--- src/design/lkc_pkg.sv ---
// Package for the learned key-combination hold reset block.
// Holds the phase type, the word and configuration structs and register indexes.
// No dependencies; every other design file refers to it by scoped names.
package lkc_pkg;

    // Phase of the block as reported in every result word.
    typedef enum logic [1:0] {
        PH_CAPTURE   = 2'd0,
        PH_ARMED     = 2'd1,
        PH_TRIGGERED = 2'd2
    } t_phase;

    // Configuration register indexes.
    localparam logic [0:0] REG_HOLD_SECONDS    = 1'b0;
    localparam logic [0:0] REG_CAPTURE_TIMEOUT = 1'b1;

    // Reset values of the configuration registers.
    localparam logic [3:0]  HOLD_SECONDS_RST = 4'd5;
    localparam logic [13:0] HOLD_MS_RST      = 14'd5000;
    localparam logic [15:0] TIMEOUT_MS_RST   = 16'd1200;

    // Milliseconds in one second, and the span covered by the second decoder.
    localparam int MS_PER_SEC  = 1000;
    localparam int SEC_SPAN_MS = 16000;

    // One input word after unpacking.
    typedef struct packed {
        logic        action;
        logic [6:0]  scancode;
        logic        key_up;
        logic [31:0] now_ms;
    } t_item;

    // Configuration as seen by the engine; hold_ms is hold_seconds times 1000.
    typedef struct packed {
        logic [3:0]  hold_seconds;
        logic [13:0] hold_ms;
        logic [15:0] timeout_ms;
    } t_cfg;

    // One result word.
    typedef struct packed {
        t_phase      phase;
        logic        capture_end;
        logic [7:0]  combo_key_count;
        logic        progress_valid;
        logic [3:0]  progress_seconds;
        logic        reboot;
    } t_result;

endpackage

--- src/design/lkc_cfg_regs.sv ---
// Configuration registers of the key-combination hold reset block.
// Depends on lkc_pkg for the register indexes, reset values and the t_cfg struct.
module lkc_cfg_regs (
    input  logic             i_clk,
    input  logic             i_rst_n,
    input  logic             i_cfg_valid,
    output logic             o_cfg_ready,
    input  logic [0:0]       i_cfg_index,
    input  logic [15:0]      i_cfg_data,
    output lkc_pkg::t_cfg    o_cfg
);

    logic [3:0]  r_hold_seconds;
    logic [13:0] r_hold_ms;
    logic [15:0] r_timeout_ms;
    logic [13:0] n_hold_ms;

    // Writes are always taken.
    assign o_cfg_ready = 1'b1;

    // Precompute the hold time in milliseconds so the engine only compares.
    assign n_hold_ms = 14'(i_cfg_data[3:0]) * 14'(lkc_pkg::MS_PER_SEC);

    // Register file.
    always_ff @(posedge i_clk) begin
        if (!i_rst_n) begin
            r_hold_seconds <= lkc_pkg::HOLD_SECONDS_RST;
            r_hold_ms      <= lkc_pkg::HOLD_MS_RST;
            r_timeout_ms   <= lkc_pkg::TIMEOUT_MS_RST;
        end else if (i_cfg_valid) begin
            unique case (i_cfg_index)
                lkc_pkg::REG_HOLD_SECONDS: begin
                    r_hold_seconds <= i_cfg_data[3:0];
                    r_hold_ms      <= n_hold_ms;
                end
                lkc_pkg::REG_CAPTURE_TIMEOUT: begin
                    r_timeout_ms <= i_cfg_data;
                end
            endcase
        end
    end

    assign o_cfg.hold_seconds = r_hold_seconds;
    assign o_cfg.hold_ms      = r_hold_ms;
    assign o_cfg.timeout_ms   = r_timeout_ms;

endmodule

--- src/design/lkc_engine.sv ---
// State and per-word logic of the key-combination hold reset block.
// Depends on lkc_pkg for t_phase, t_item, t_cfg and t_result.
module lkc_engine #(
    parameter int KEY_CODES = 128
) (
    input  logic              i_clk,
    input  logic              i_rst_n,
    input  logic              i_fire,
    input  lkc_pkg::t_item    i_item,
    input  lkc_pkg::t_cfg     i_cfg,
    output lkc_pkg::t_result  o_result
);

    localparam int IDX_W = $clog2(KEY_CODES);
    localparam int CNT_W = $clog2(KEY_CODES + 1);

    // Mode and key state.
    lkc_pkg::t_phase        r_mode, n_mode;
    logic [KEY_CODES-1:0]   r_pressed, n_pressed;
    logic [KEY_CODES-1:0]   r_combo, n_combo;
    logic [KEY_CODES-1:0]   r_down, n_down;
    logic [CNT_W-1:0]       r_combo_cnt, n_combo_cnt;
    logic [CNT_W-1:0]       r_pressed_cnt, n_pressed_cnt;
    logic [CNT_W-1:0]       r_missing, n_missing;
    logic                   r_key_seen, n_key_seen;
    logic [31:0]            r_last_key_time, n_last_key_time;
    logic                   r_hold_active, n_hold_active;
    logic [31:0]            r_hold_start, n_hold_start;
    logic [3:0]             r_last_sec, n_last_sec;

    // Decoded word.
    logic [IDX_W-1:0]       key_idx;
    logic                   in_range;
    logic                   is_key;
    logic                   pressed_bit;
    logic                   combo_bit;
    logic                   down_bit;

    // Capture and hold conditions.
    logic [31:0]            idle_ms;
    logic                   capture_done;
    logic [31:0]            elapsed;
    logic [3:0]             sec;
    logic                   sec_in_span;
    logic                   tick_report;
    logic                   tick_trigger;
    logic                   report;
    logic                   trigger;

    // Key index and the bits it selects.
    assign key_idx     = IDX_W'(i_item.scancode);
    assign in_range    = 9'(i_item.scancode) < 9'(KEY_CODES);
    assign is_key      = !i_item.action;
    assign pressed_bit = r_pressed[key_idx];
    assign combo_bit   = r_combo[key_idx];
    assign down_bit    = r_down[key_idx];

    // Capture path: learn the combination and detect its end.
    always_comb begin
        n_pressed       = r_pressed;
        n_combo         = r_combo;
        n_combo_cnt     = r_combo_cnt;
        n_pressed_cnt   = r_pressed_cnt;
        n_key_seen      = r_key_seen;
        n_last_key_time = r_last_key_time;
        if (r_mode == lkc_pkg::PH_CAPTURE && is_key && in_range
            && i_item.scancode != 7'd0) begin
            if (!i_item.key_up) begin
                // A repeated make of a key already down is ignored.
                if (!pressed_bit) begin
                    n_pressed[key_idx] = 1'b1;
                    n_pressed_cnt      = r_pressed_cnt + CNT_W'(1);
                    if (!combo_bit) begin
                        n_combo[key_idx] = 1'b1;
                        n_combo_cnt      = r_combo_cnt + CNT_W'(1);
                    end
                    n_last_key_time = i_item.now_ms;
                    n_key_seen      = 1'b1;
                end
            end else begin
                if (pressed_bit) begin
                    n_pressed[key_idx] = 1'b0;
                    n_pressed_cnt      = r_pressed_cnt - CNT_W'(1);
                end
                n_last_key_time = i_item.now_ms;
                n_key_seen      = 1'b1;
            end
        end
        idle_ms      = i_item.now_ms - n_last_key_time;
        capture_done = n_key_seen && (n_combo_cnt != '0)
                       && ((n_pressed_cnt == '0) || (idle_ms > 32'(i_cfg.timeout_ms)));
    end

    // Whole seconds of the running hold; only needed below sixteen seconds.
    always_comb begin
        elapsed     = i_item.now_ms - r_hold_start;
        sec_in_span = (elapsed[31:14] == '0)
                      && (elapsed[13:0] < 14'(lkc_pkg::SEC_SPAN_MS));
        sec         = 4'd0;
        for (int k = 1; k < 16; k++) begin
            if (elapsed[13:0] >= 14'(k * lkc_pkg::MS_PER_SEC)) begin
                sec = 4'(k);
            end
        end
        tick_report  = sec_in_span && (sec != 4'd0) && (sec != r_last_sec)
                       && (sec < i_cfg.hold_seconds);
        tick_trigger = elapsed >= 32'(i_cfg.hold_ms);
    end

    // Armed path: track keys down and time the hold.
    always_comb begin
        n_down        = r_down;
        n_missing     = r_missing;
        n_hold_active = r_hold_active;
        n_hold_start  = r_hold_start;
        n_last_sec    = r_last_sec;
        report        = 1'b0;
        trigger       = 1'b0;
        if (r_mode == lkc_pkg::PH_CAPTURE) begin
            // Keys down are all clear at arming, so every combination key is missing.
            n_missing = n_combo_cnt;
        end else if (r_mode == lkc_pkg::PH_ARMED) begin
            if (is_key) begin
                if (in_range) begin
                    n_down[key_idx] = !i_item.key_up;
                    if (combo_bit && !i_item.key_up && !down_bit) begin
                        n_missing = r_missing - CNT_W'(1);
                    end else if (combo_bit && i_item.key_up && down_bit) begin
                        n_missing = r_missing + CNT_W'(1);
                    end
                    // Any release drops the running hold.
                    if (i_item.key_up) begin
                        n_hold_active = 1'b0;
                        n_last_sec    = 4'd0;
                    end
                end
            end else if (r_missing != '0) begin
                n_hold_active = 1'b0;
                n_last_sec    = 4'd0;
            end else if (!r_hold_active) begin
                // First tick with the whole combination down starts the hold.
                n_hold_active = 1'b1;
                n_hold_start  = i_item.now_ms;
                n_last_sec    = 4'd0;
            end else begin
                report  = tick_report;
                trigger = tick_trigger;
                if (tick_report) begin
                    n_last_sec = sec;
                end
            end
        end
    end

    // Next phase.
    always_comb begin
        unique case (r_mode)
            lkc_pkg::PH_CAPTURE: begin
                n_mode = capture_done ? lkc_pkg::PH_ARMED : lkc_pkg::PH_CAPTURE;
            end
            lkc_pkg::PH_ARMED: begin
                n_mode = trigger ? lkc_pkg::PH_TRIGGERED : lkc_pkg::PH_ARMED;
            end
            lkc_pkg::PH_TRIGGERED: begin
                n_mode = lkc_pkg::PH_TRIGGERED;
            end
            default: begin
                n_mode = r_mode;
            end
        endcase
    end

    // Result word for the current input word.
    always_comb begin
        o_result.phase            = n_mode;
        o_result.capture_end      = (r_mode == lkc_pkg::PH_CAPTURE) && capture_done;
        o_result.combo_key_count  = 8'(n_combo_cnt);
        o_result.progress_valid   = report;
        o_result.progress_seconds = report ? sec : 4'd0;
        o_result.reboot           = trigger;
    end

    // Control state.
    always_ff @(posedge i_clk) begin
        if (!i_rst_n) begin
            r_mode        <= lkc_pkg::PH_CAPTURE;
            r_pressed     <= '0;
            r_combo       <= '0;
            r_down        <= '0;
            r_combo_cnt   <= '0;
            r_pressed_cnt <= '0;
            r_missing     <= '0;
            r_key_seen    <= 1'b0;
            r_hold_active <= 1'b0;
            r_last_sec    <= 4'd0;
        end else if (i_fire) begin
            r_mode        <= n_mode;
            r_pressed     <= n_pressed;
            r_combo       <= n_combo;
            r_down        <= n_down;
            r_combo_cnt   <= n_combo_cnt;
            r_pressed_cnt <= n_pressed_cnt;
            r_missing     <= n_missing;
            r_key_seen    <= n_key_seen;
            r_hold_active <= n_hold_active;
            r_last_sec    <= n_last_sec;
        end
    end

    // Time stamps; each is read only while its flag is set.
    always_ff @(posedge i_clk) begin
        if (i_fire) begin
            r_last_key_time <= n_last_key_time;
            r_hold_start    <= n_hold_start;
        end
    end

    // The triggered phase is never left until reset.
    a_trigger_latched: assert property (@(posedge i_clk) disable iff (!i_rst_n)
        r_mode == lkc_pkg::PH_TRIGGERED |=> r_mode == lkc_pkg::PH_TRIGGERED)
        else $error("triggered phase was left");

    // The learned combination is frozen once capture has ended.
    a_combo_frozen: assert property (@(posedge i_clk) disable iff (!i_rst_n)
        r_mode != lkc_pkg::PH_CAPTURE |=> $stable(r_combo_cnt) && $stable(r_combo))
        else $error("combination changed after capture");

    // A running hold means every combination key is down.
    a_hold_needs_keys: assert property (@(posedge i_clk) disable iff (!i_rst_n)
        r_hold_active |-> r_missing == '0)
        else $error("hold running with a combination key up");

    // Keys down are only tracked after capture, and the missing count is bounded.
    a_capture_clean: assert property (@(posedge i_clk) disable iff (!i_rst_n)
        r_mode == lkc_pkg::PH_CAPTURE |-> r_down == '0 && r_missing <= r_combo_cnt)
        else $error("armed state present during capture");

endmodule

--- src/design/learned_key_combo_hold_reset_unit.sv ---
// Top level of the learned key-combination hold reset block.
// Depends on lkc_pkg, lkc_cfg_regs and lkc_engine.
//
//  Channel   Direction  Handshake                     Payload
//  s_axis    in         s_axis_tvalid/s_axis_tready   tdata key word, tuser action
//  m_axis    out        m_axis_tvalid/m_axis_tready   tdata result word
//  cfg       in         i_cfg_valid/o_cfg_ready       i_cfg_index, i_cfg_data
//
// One word is accepted per cycle when the output side keeps up. The input register takes
// the word at its accepting edge, and the combinational key and hold logic loads the result
// register from it once that register is free or being read, and the result word is offered there.
// Reset is synchronous and active low, with no clearing pass.
// A stalled output holds its word while the input register still takes one more word.
// Configuration writes are taken in every cycle.
module learned_key_combo_hold_reset_unit #(
    parameter int KEY_CODES = 128
) (
    input  logic         i_clk,
    input  logic         i_rst_n,
    // Key and tick words.
    input  logic         s_axis_tvalid,
    output logic         s_axis_tready,
    input  logic [39:0]  s_axis_tdata,   // scancode[6:0], key_up[7], now_ms[39:8]
    input  logic         s_axis_tuser,   // action[0]
    // Result words.
    output logic         m_axis_tvalid,
    input  logic         m_axis_tready,
    output logic [23:0]  m_axis_tdata,   // phase[1:0], capture_end[2],
                                         // combo_key_count[10:3], progress_valid[11],
                                         // progress_seconds[15:12], reboot[16], zero[23:17]
    // Configuration writes.
    input  logic         i_cfg_valid,
    output logic         o_cfg_ready,
    input  logic [0:0]   i_cfg_index,
    input  logic [15:0]  i_cfg_data
);

    logic               r_in_valid;
    lkc_pkg::t_item     r_in_item;
    logic               r_out_valid;
    lkc_pkg::t_result   r_out;
    lkc_pkg::t_result   n_result;
    lkc_pkg::t_cfg      cfg;
    logic               in_accept;
    logic               out_accept;
    logic               fire;

    // Pipeline handshake.
    assign fire          = r_in_valid && (!r_out_valid || m_axis_tready);
    assign s_axis_tready = !r_in_valid || !r_out_valid || m_axis_tready;
    assign in_accept     = s_axis_tvalid && s_axis_tready;
    assign out_accept    = r_out_valid && m_axis_tready;

    lkc_cfg_regs u_cfg (
        .i_clk       (i_clk),
        .i_rst_n     (i_rst_n),
        .i_cfg_valid (i_cfg_valid),
        .o_cfg_ready (o_cfg_ready),
        .i_cfg_index (i_cfg_index),
        .i_cfg_data  (i_cfg_data),
        .o_cfg       (cfg)
    );

    lkc_engine #(
        .KEY_CODES (KEY_CODES)
    ) u_engine (
        .i_clk    (i_clk),
        .i_rst_n  (i_rst_n),
        .i_fire   (fire),
        .i_item   (r_in_item),
        .i_cfg    (cfg),
        .o_result (n_result)
    );

    // Valid flags of the input and result registers.
    always_ff @(posedge i_clk) begin
        if (!i_rst_n) begin
            r_in_valid  <= 1'b0;
            r_out_valid <= 1'b0;
        end else begin
            if (in_accept) begin
                r_in_valid <= 1'b1;
            end else if (fire) begin
                r_in_valid <= 1'b0;
            end
            if (fire) begin
                r_out_valid <= 1'b1;
            end else if (out_accept) begin
                r_out_valid <= 1'b0;
            end
        end
    end

    // Input word register.
    always_ff @(posedge i_clk) begin
        if (in_accept) begin
            r_in_item.action   <= s_axis_tuser;
            r_in_item.scancode <= s_axis_tdata[6:0];
            r_in_item.key_up   <= s_axis_tdata[7];
            r_in_item.now_ms   <= s_axis_tdata[39:8];
        end
    end

    // Result word register.
    always_ff @(posedge i_clk) begin
        if (fire) begin
            r_out <= n_result;
        end
    end

    assign m_axis_tvalid = r_out_valid;
    assign m_axis_tdata  = {7'd0, r_out.reboot, r_out.progress_seconds, r_out.progress_valid,
                            r_out.combo_key_count, r_out.capture_end, r_out.phase};

endmodule

--- config.mk ---
export PLATFORM = sky130hd
export DESIGN_NAME = learned_key_combo_hold_reset_unit
export DESIGN_NICKNAME = d
export VERILOG_FILES = /design/src/design/lkc_pkg.sv /design/src/design/lkc_cfg_regs.sv /design/src/design/lkc_engine.sv /design/src/design/learned_key_combo_hold_reset_unit.sv
export SDC_FILE = /design/constraint.sdc
export NUM_CORES = 1
export LEC_CHECK = 0
export BUFFER_PORTS_ARGS = -buffer_cell sky130_fd_sc_hd__buf_4
export CAP_MARGIN = 15
export CORE_ASPECT_RATIO = 0.5
export CORE_UTILIZATION = 40
export CTS_CLUSTER_DIAMETER = 40
export CTS_CLUSTER_SIZE = 10
export DETAILED_ROUTE_END_ITERATION = 10
export HOLD_SLACK_MARGIN = 0.03
export PLACE_DENSITY_LB_ADDON = 0.05
export RECOVER_POWER = 100
export SYNTH_ARGS = -nofsm -noshare
export SYNTH_HDL_FRONTEND = slang
export SYNTH_SLANG_ARGS = --single-unit
--- constraint.sdc ---
create_clock -name i_clk -period 10.4 [get_ports i_clk]
set_input_delay 1.04 -clock i_clk [delete_from_list [all_inputs] [get_ports i_clk]]
set_output_delay 1.04 -clock i_clk [all_outputs]
set_load 0.02 [all_outputs]
==> flow_summary_export.csv, run 1 <==
group,metric,value,unit
outcome,status,"finished with violations",
outcome,violations,"capacitance limit, slew limit",
synth,synthFlopType,"dfxtp_1",
critical_path,critPathLaunchType,"flop",
cells_and_area,fin_nets,3629,
run,drv_cap,11,
routing,drt_first_iter_violations,1997,
clock_network,cts_made_buffers,78,
place,numPortBuffers,81,
sta,clock_skew,0.0317,ns
critical_path,cp.arrival,9.77,ns
synth,synthArstFlopShare,0,%
clock_network,h-tree-depth,3,
routing,first_pass_iters,9,
synth,synth_top_area_share,28.2,%
synth,synth_cell_types,99,
die,num_rows,72,
critical_path,cp_slowest_cell,"edfxtp_1",
sta,finalHoldViolations,0,
die,die_h,201,µm
cells_and_area,multi_input_area,17500,µm²
power,ir_drop,0.114,mV
sta,slew-limit-headroom,-299,%
routing,route.detailed.drc,0,
critical_path,crit_type,"reg2reg",
power,cellLeakagePower,14.5,nW
synth,netlist_area,31700,µm²
clock_network,cts_tree,"built",
routing,vias,26416,
global_routing,grt_max_degree,222,
critical_path,end_kind,"flop",
global_routing,grt.overflow.total,0,
cells_and_area,nFillCells,7606,
synth,synth_largest_area_cell,"dfxtp_1",
clock_network,cts_resized,0,
synth,ys_top_cells_by_area,"dfxtp_1, edfxtp_1, nand2_1",
critical_path,critPathMaxFanout,34,
critical_path,cpPeakStageDelay,1.16,ns
routing,post_drt_via_cell_ratio,5.85,
synth,synth_edf_count,122,
synth,synth.avg_cell_area,9.12,µm²
power,power.density,160,nW/µm²
routing,drt_wl_total,99900,µm
synth,yosysWarnings,0,
sta,timing.fmax,108,MHz
clock_network,clock_path_buffers,3,
hold_path,hold_class,"reg2reg",
critical_path,crit_required,10.88,ns
global_routing,antenna_found_initial,0,
die,initial_core_util,40.7,%
synth,ys_ff_latch,569,
cells_and_area,fin_cells,4519,
clock_network,root_buffer,"clkbuf_16",
synth,yosysSeqAreaShare,39.8,%
die,chipWidth,400,µm
clock_network,clkLatencyLatePin,0.65,ns
routing,avgRoutedWirePerCell,22.1,µm
die,core,77800,µm²
place,place_inst,4398,
cells_and_area,synthToLayoutAreaGrowth,11.3,%
sta,min_period_over_period,89.4,%
clock_network,post-cts-setup-buffer-count,0,
global_routing,first_global_vias,25042,
place,place_congestion,0.879,
die,die_area,80400,µm²
global_routing,grt_pass1_wl,154000,µm
sta,maxSlewViolCount,774,
synth,syn_inst,3476,
die,io-pin-count,90,
critical_path,timing.reg2reg.setup_slack,1.11,ns
clock_network,hold_buffers,0,
sta,fin_ws,1.11,ns
sta,fin_crit,9.29,ns
cells_and_area,seqCellArea,12600,µm²
global_routing,grt_use_total,24.5,%
cells_and_area,drive_above_1_share,9.45,%
cells_and_area,antenna_cells,0,
clock_network,cts.reportedPaths.clkPinSlew,0.05,ns
sta,rsz0062_at_grt,"false",
routing,ant_nets,0,
sta,setup_violations,0,
sta,setup_tns,0,ns
place,dp_slack,1.49,ns
sta,tightest_slew,5.99,ns
place,hpwl,66000,µm
clock_network,clock-sinks,569,
[where the power goes]
group          total, mW  switching (mW)  internal [mW]
combinational      0.773           0.492          0.281
clock               2.55            1.03           1.52
sequential          2.33          0.0373           2.30
[path summary, 6_finish.rpt]
check                                     end  cells past startpoint                        startpoint
min          u_engine.r_combo[0]$_SDFFE_PN0P_                      1  u_engine.r_combo[0]$_SDFFE_PN0P_
max           u_engine.r_mode[0]$_SDFFE_PN0P_                     32           r_in_item[34]$_DFFE_PP_
max reg2reg   u_engine.r_mode[0]$_SDFFE_PN0P_                     32           r_in_item[34]$_DFFE_PP_
min reg2reg  u_engine.r_combo[0]$_SDFFE_PN0P_                      1  u_engine.r_combo[0]$_SDFFE_PN0P_
[final cells by class]
| type | count | share of cell area (%) |
|---|---|---|
| Tap cell | 1036 | 3.68 |
| Multi-Input combinational cell | 2506 | 49.6 |
| Timing Repair Buffer | 133 | 2.54 |
| Clock buffer | 93 | 6.02 |
| Sequential cell | 569 | 35.8 |
| Inverter | 154 | 1.65 |
| Clock inverter | 28 | 0.770 |
[synth_stat cells, types with 12 or more instances]
cell	number
o211a_1	130
a21oi_1	113
mux4_2	28
o211ai_1	31
a21o_1	43
xnor2_1	34
o22ai_1	15
nor2b_1	38
clkbuf_1	198
nand4_1	28
nand3_1	31
xor2_1	25
o21ai_0	73
mux2_2	65
ha_1	114
buf_2	21
nor3_1	39
a211oi_1	25
nand2_1	411
mux2i_1	38
a221oi_1	39
and2_1	34
a22oi_1	46
nand2b_1	31
nor4_1	12
o21a_1	153
dfxtp_1	447
and3_1	19
edfxtp_1	122
nor2_1	386
inv_1	151
or3_1	14
a21boi_0	23
buf_1	12
buf_4	18
o21bai_1	133
o311a_1	128
[routing by layer]
layer	up-vias	GRT usage [%]	wire [µm]
met5	-	0	0
met1	13046	35.8	49100
met4	0	5.93	2090
met3	123	3.88	4550
met2	580	37.5	44200
li1	12667	-	-
[critical path, delay by kind of cell, from the launching register on]
kind            cells  cell delay [ns]
compound gates     14             3.27
simple gates       11             2.44
flops               1             1.16
buf+inv             3             1.07
fa+ha+maj           3             0.89
mux                 1             0.27
[stage by stage]
| step | utilization [%] | hold slack [ns] | area, µm² | total power [mW] |
|---|---|---|---|---|
| floorplan | - | 0.425 | 31700 | 2.93 |
| global placement | 42.5 | 0.438 | 33100 | 3.15 |
| detailed placement | 42.5 | 0.443 | 33100 | 3.15 |
| CTS | 45.6 | 0.456 | 35500 | 5.73 |
| global route | 45.3 | 0.474 | 35300 | 5.90 |
| finish | 45.3 | 0.458 | 35300 | 5.66 |
[cell families after synthesis]
| group | after synthesis | share of synthesized area [%] |
|---|---|---|
| mux | 137 | 5.71 |
| simple gates | 1094 | 15.5 |
| xor+xnor | 59 | 1.63 |
| compound gates | 1083 | 27.0 |
| buf+inv | 407 | 5.21 |
| fa+ha+maj | 125 | 5.16 |
| flops | 569 | 39.8 |
| other cells | 2 | 0.0237 |
[cell usage in the layout (no fill, tap or decap), types with 32 or more instances in the layout]
cell type,n
o311a_1,128
o211a_1,130
nor2_1,384
o21bai_1,133
o21ai_0,74
ha_1,114
clkbuf_1,43
xnor2_1,34
a22oi_1,46
mux2i_1,38
dfxtp_1,447
mux2_2,54
inv_1,150
o21a_1,153
nand3_1,32
buf_4,56
nor3_1,37
a221oi_1,39
a21oi_1,112
nor2b_1,38
nand2_1,411
clkbuf_4,36
a21o_1,43
edfxtp_1,122
clkbuf_16,82
No activity file was read; power rests on OpenSTA's default activity.
==> run 2, diff against run 1 <==
--- a/config.mk
+++ b/config.mk
@@ -13,7 +13,7 @@
 export CTS_CLUSTER_SIZE = 10
 export DETAILED_ROUTE_END_ITERATION = 10
 export HOLD_SLACK_MARGIN = 0.03
-export PLACE_DENSITY_LB_ADDON = 0.05
+export PLACE_DENSITY_LB_ADDON = 0.12
 export RECOVER_POWER = 100
 export SYNTH_ARGS = -nofsm -noshare
 export SYNTH_HDL_FRONTEND = slang
==> constraint.sdc (replaced) <==
create_clock -name i_clk -period 7.7 [get_ports i_clk]
set_input_delay 0.77 -clock i_clk [delete_from_list [all_inputs] [get_ports i_clk]]
set_output_delay 0.77 -clock i_clk [all_outputs]
set_load 0.02 [all_outputs]
==> flow_summary_export.csv, run 2 (synthesis gave the netlist of run 1 again) <==
group,metric,value,unit
sta,whs,0.324,ns
global_routing,grt_max_degree,204,
clock_network,h-tree-depth,3,
sta,min_period_over_period,93.7,%
die,io-pin-count,90,
critical_path,crit_buf_inv,3,
place,numPortBuffers,81,
critical_path,critPathMaxFanout,22,
routing,wl_met1,46700,µm
clock_network,cts.reportedPaths.clkPinSlew,0.06,ns
cells_and_area,final_common_cell,"dfxtp_1",
critical_path,cp.arrival,7.72,ns
critical_path,crit_required,8.21,ns
sta,clock_skew,0.0246,ns
critical_path,crit_type,"reg2reg",
routing,first_pass_iters,6,
routing,route.detailed.drc,0,
die,num_rows,72,
cells_and_area,fin_nets,3665,
clock_network,hold_buffers,0,
global_routing,grt.overflow.total,0,
clock_network,cts_tree,"built",
routing,ant_nets,0,
clock_network,clkLatencyLatePin,0.66,ns
sta,setup_tns,0,ns
sta,fin_ws,0.485,ns
sta,slew-limit-headroom,-195,%
power,ir_drop,0.130,mV
routing,vias,26629,
critical_path,end_kind,"flop",
place,hpwl,65900,µm
critical_path,critPathLaunchType,"flop",
sta,setup_violations,0,
sta,fin_crit,7.22,ns
clock_network,clock_path_buffers,3,
power,power.density,215,nW/µm²
critical_path,cpPeakStageDelay,0.55,ns
global_routing,antenna_found_initial,0,
die,die_area,80400,µm²
outcome,violations,"capacitance limit, slew limit",
global_routing,grt_use_total,24.2,%
die,chipWidth,400,µm
routing,dr_wl_met2,44600,µm
cells_and_area,synthToLayoutAreaGrowth,12.8,%
place,place_inst,4425,
cells_and_area,fin_cells,4559,
cells_and_area,final_cell_mix,"dfxtp_1, nand2_1, nor2_1, o21a_1, inv_1",
sta,tightest_slew,4.42,ns
die,die_h,201,µm
sta,rsz0062_at_grt,"false",
clock_network,clock-sinks,569,
routing,drt_wl_total,98600,µm
place,dp_slack,0.143,ns
sta,maxSlewViolCount,485,
place,place_congestion,0.899,
routing,wl_met3,4890,µm
routing,post_drt_via_cell_ratio,5.84,
clock_network,root_buffer,"clkbuf_16",
routing,highest-signal-layer,"met4",
sta,finalHoldViolations,0,
cells_and_area,antenna_cells,0,
die,core,77800,µm²
critical_path,cp_top_family,"compound AO/OA/AOI/OAI gates",
global_routing,grt_pass1_wl,153000,µm
outcome,status,"finished with violations",
global_routing,first_global_vias,25234,
hold_path,hold_class,"in2reg",
critical_path,cp_slowest_cell,"mux4_2",
cells_and_area,drive_above_1_share,11.2,%
power,cellLeakagePower,14.7,nW
routing,avgRoutedWirePerCell,21.6,µm
sta,timing.fmax,139,MHz
clock_network,cts_made_buffers,79,
run,drv_cap,6,
die,initial_core_util,40.7,%
routing,drt_first_iter_violations,2304,
power,total_power,7.70,mW
run 2: changes by cell type in the layout (fill, tap and decap cells not counted), sizes merged:
cell | before | now
buf | 59 | 99
bufinv | 3 | 1
clkbuf | 167 | 168
clkinv | 19 | 14
clkinvlp | 4 | 3
inv | 156 | 163
run 2: layout make-up:
cell class	instances	area (µm²)
clock buffer	99	2160
clock inverter	27	255
fill	7580	42100
inverter	154	581
multi-input combinational	2506	17600
sequential	569	12600
tap	1036	1300
timing repair buffer	168	1290
run 2: repair_timing:
item                       in CTS  in global routing
resized for setup               0                 18
buffers inserted                0                  6
setup endpoints to repair       0                  3
run 2: layer usage:
| metal | track usage [%] | vias up |
|---|---|---|
| li1 | - | 12768 |
| met1 | 34.6 | 13034 |
| met2 | 37.8 | 701 |
| met3 | 3.54 | 126 |
| met4 | 6.75 | 0 |
| met5 | 0 | - |
run 2: worst paths after layout:
check,start,end,slack [ns],cells after the start
max,r_in_item[34]$_DFFE_PP_,u_engine.r_mode[0]$_SDFFE_PN0P_,0.48,30
min,s_axis_tdata[22],r_in_item[14]$_DFFE_PP_,0.32,1
max reg2reg,r_in_item[34]$_DFFE_PP_,u_engine.r_mode[0]$_SDFFE_PN0P_,0.48,30
min reg2reg,u_engine.r_combo[36]$_SDFFE_PN0P_,u_engine.r_combo[36]$_SDFFE_PN0P_,0.46,1
run 2: per-stage QoR:
step,cell area [µm²],util (%)
detailed placement,33300,42.8
CTS,35800,45.9
global route,35800,45.9
finish,35800,45.9
global placement,33300,42.8
floorplan,31700,-
run 2: report_power, final:
| part | switching [mW] | internal, mW | total [mW] |
|---|---|---|---|
| registers | 0.0416 | 3.10 | 3.14 |
| logic | 0.681 | 0.401 | 1.08 |
| clock network | 1.44 | 2.03 | 3.47 |
| total | 2.17 | 5.53 | 7.70 |
run 2: worst register-to-register path, delay by kind of cell, from the launching register on:
kind / cells / cell delay (ns)
AOI/OAI and AO/OA: 14 / 2.85
buffers and inverters: 3 / 0.49
and+or+nand+nor: 8 / 1.78
adders and majority gates: 2 / 0.57
DFF: 1 / 0.41
muxes: 2 / 0.86
xor gates and xnor gates: 1 / 0.15
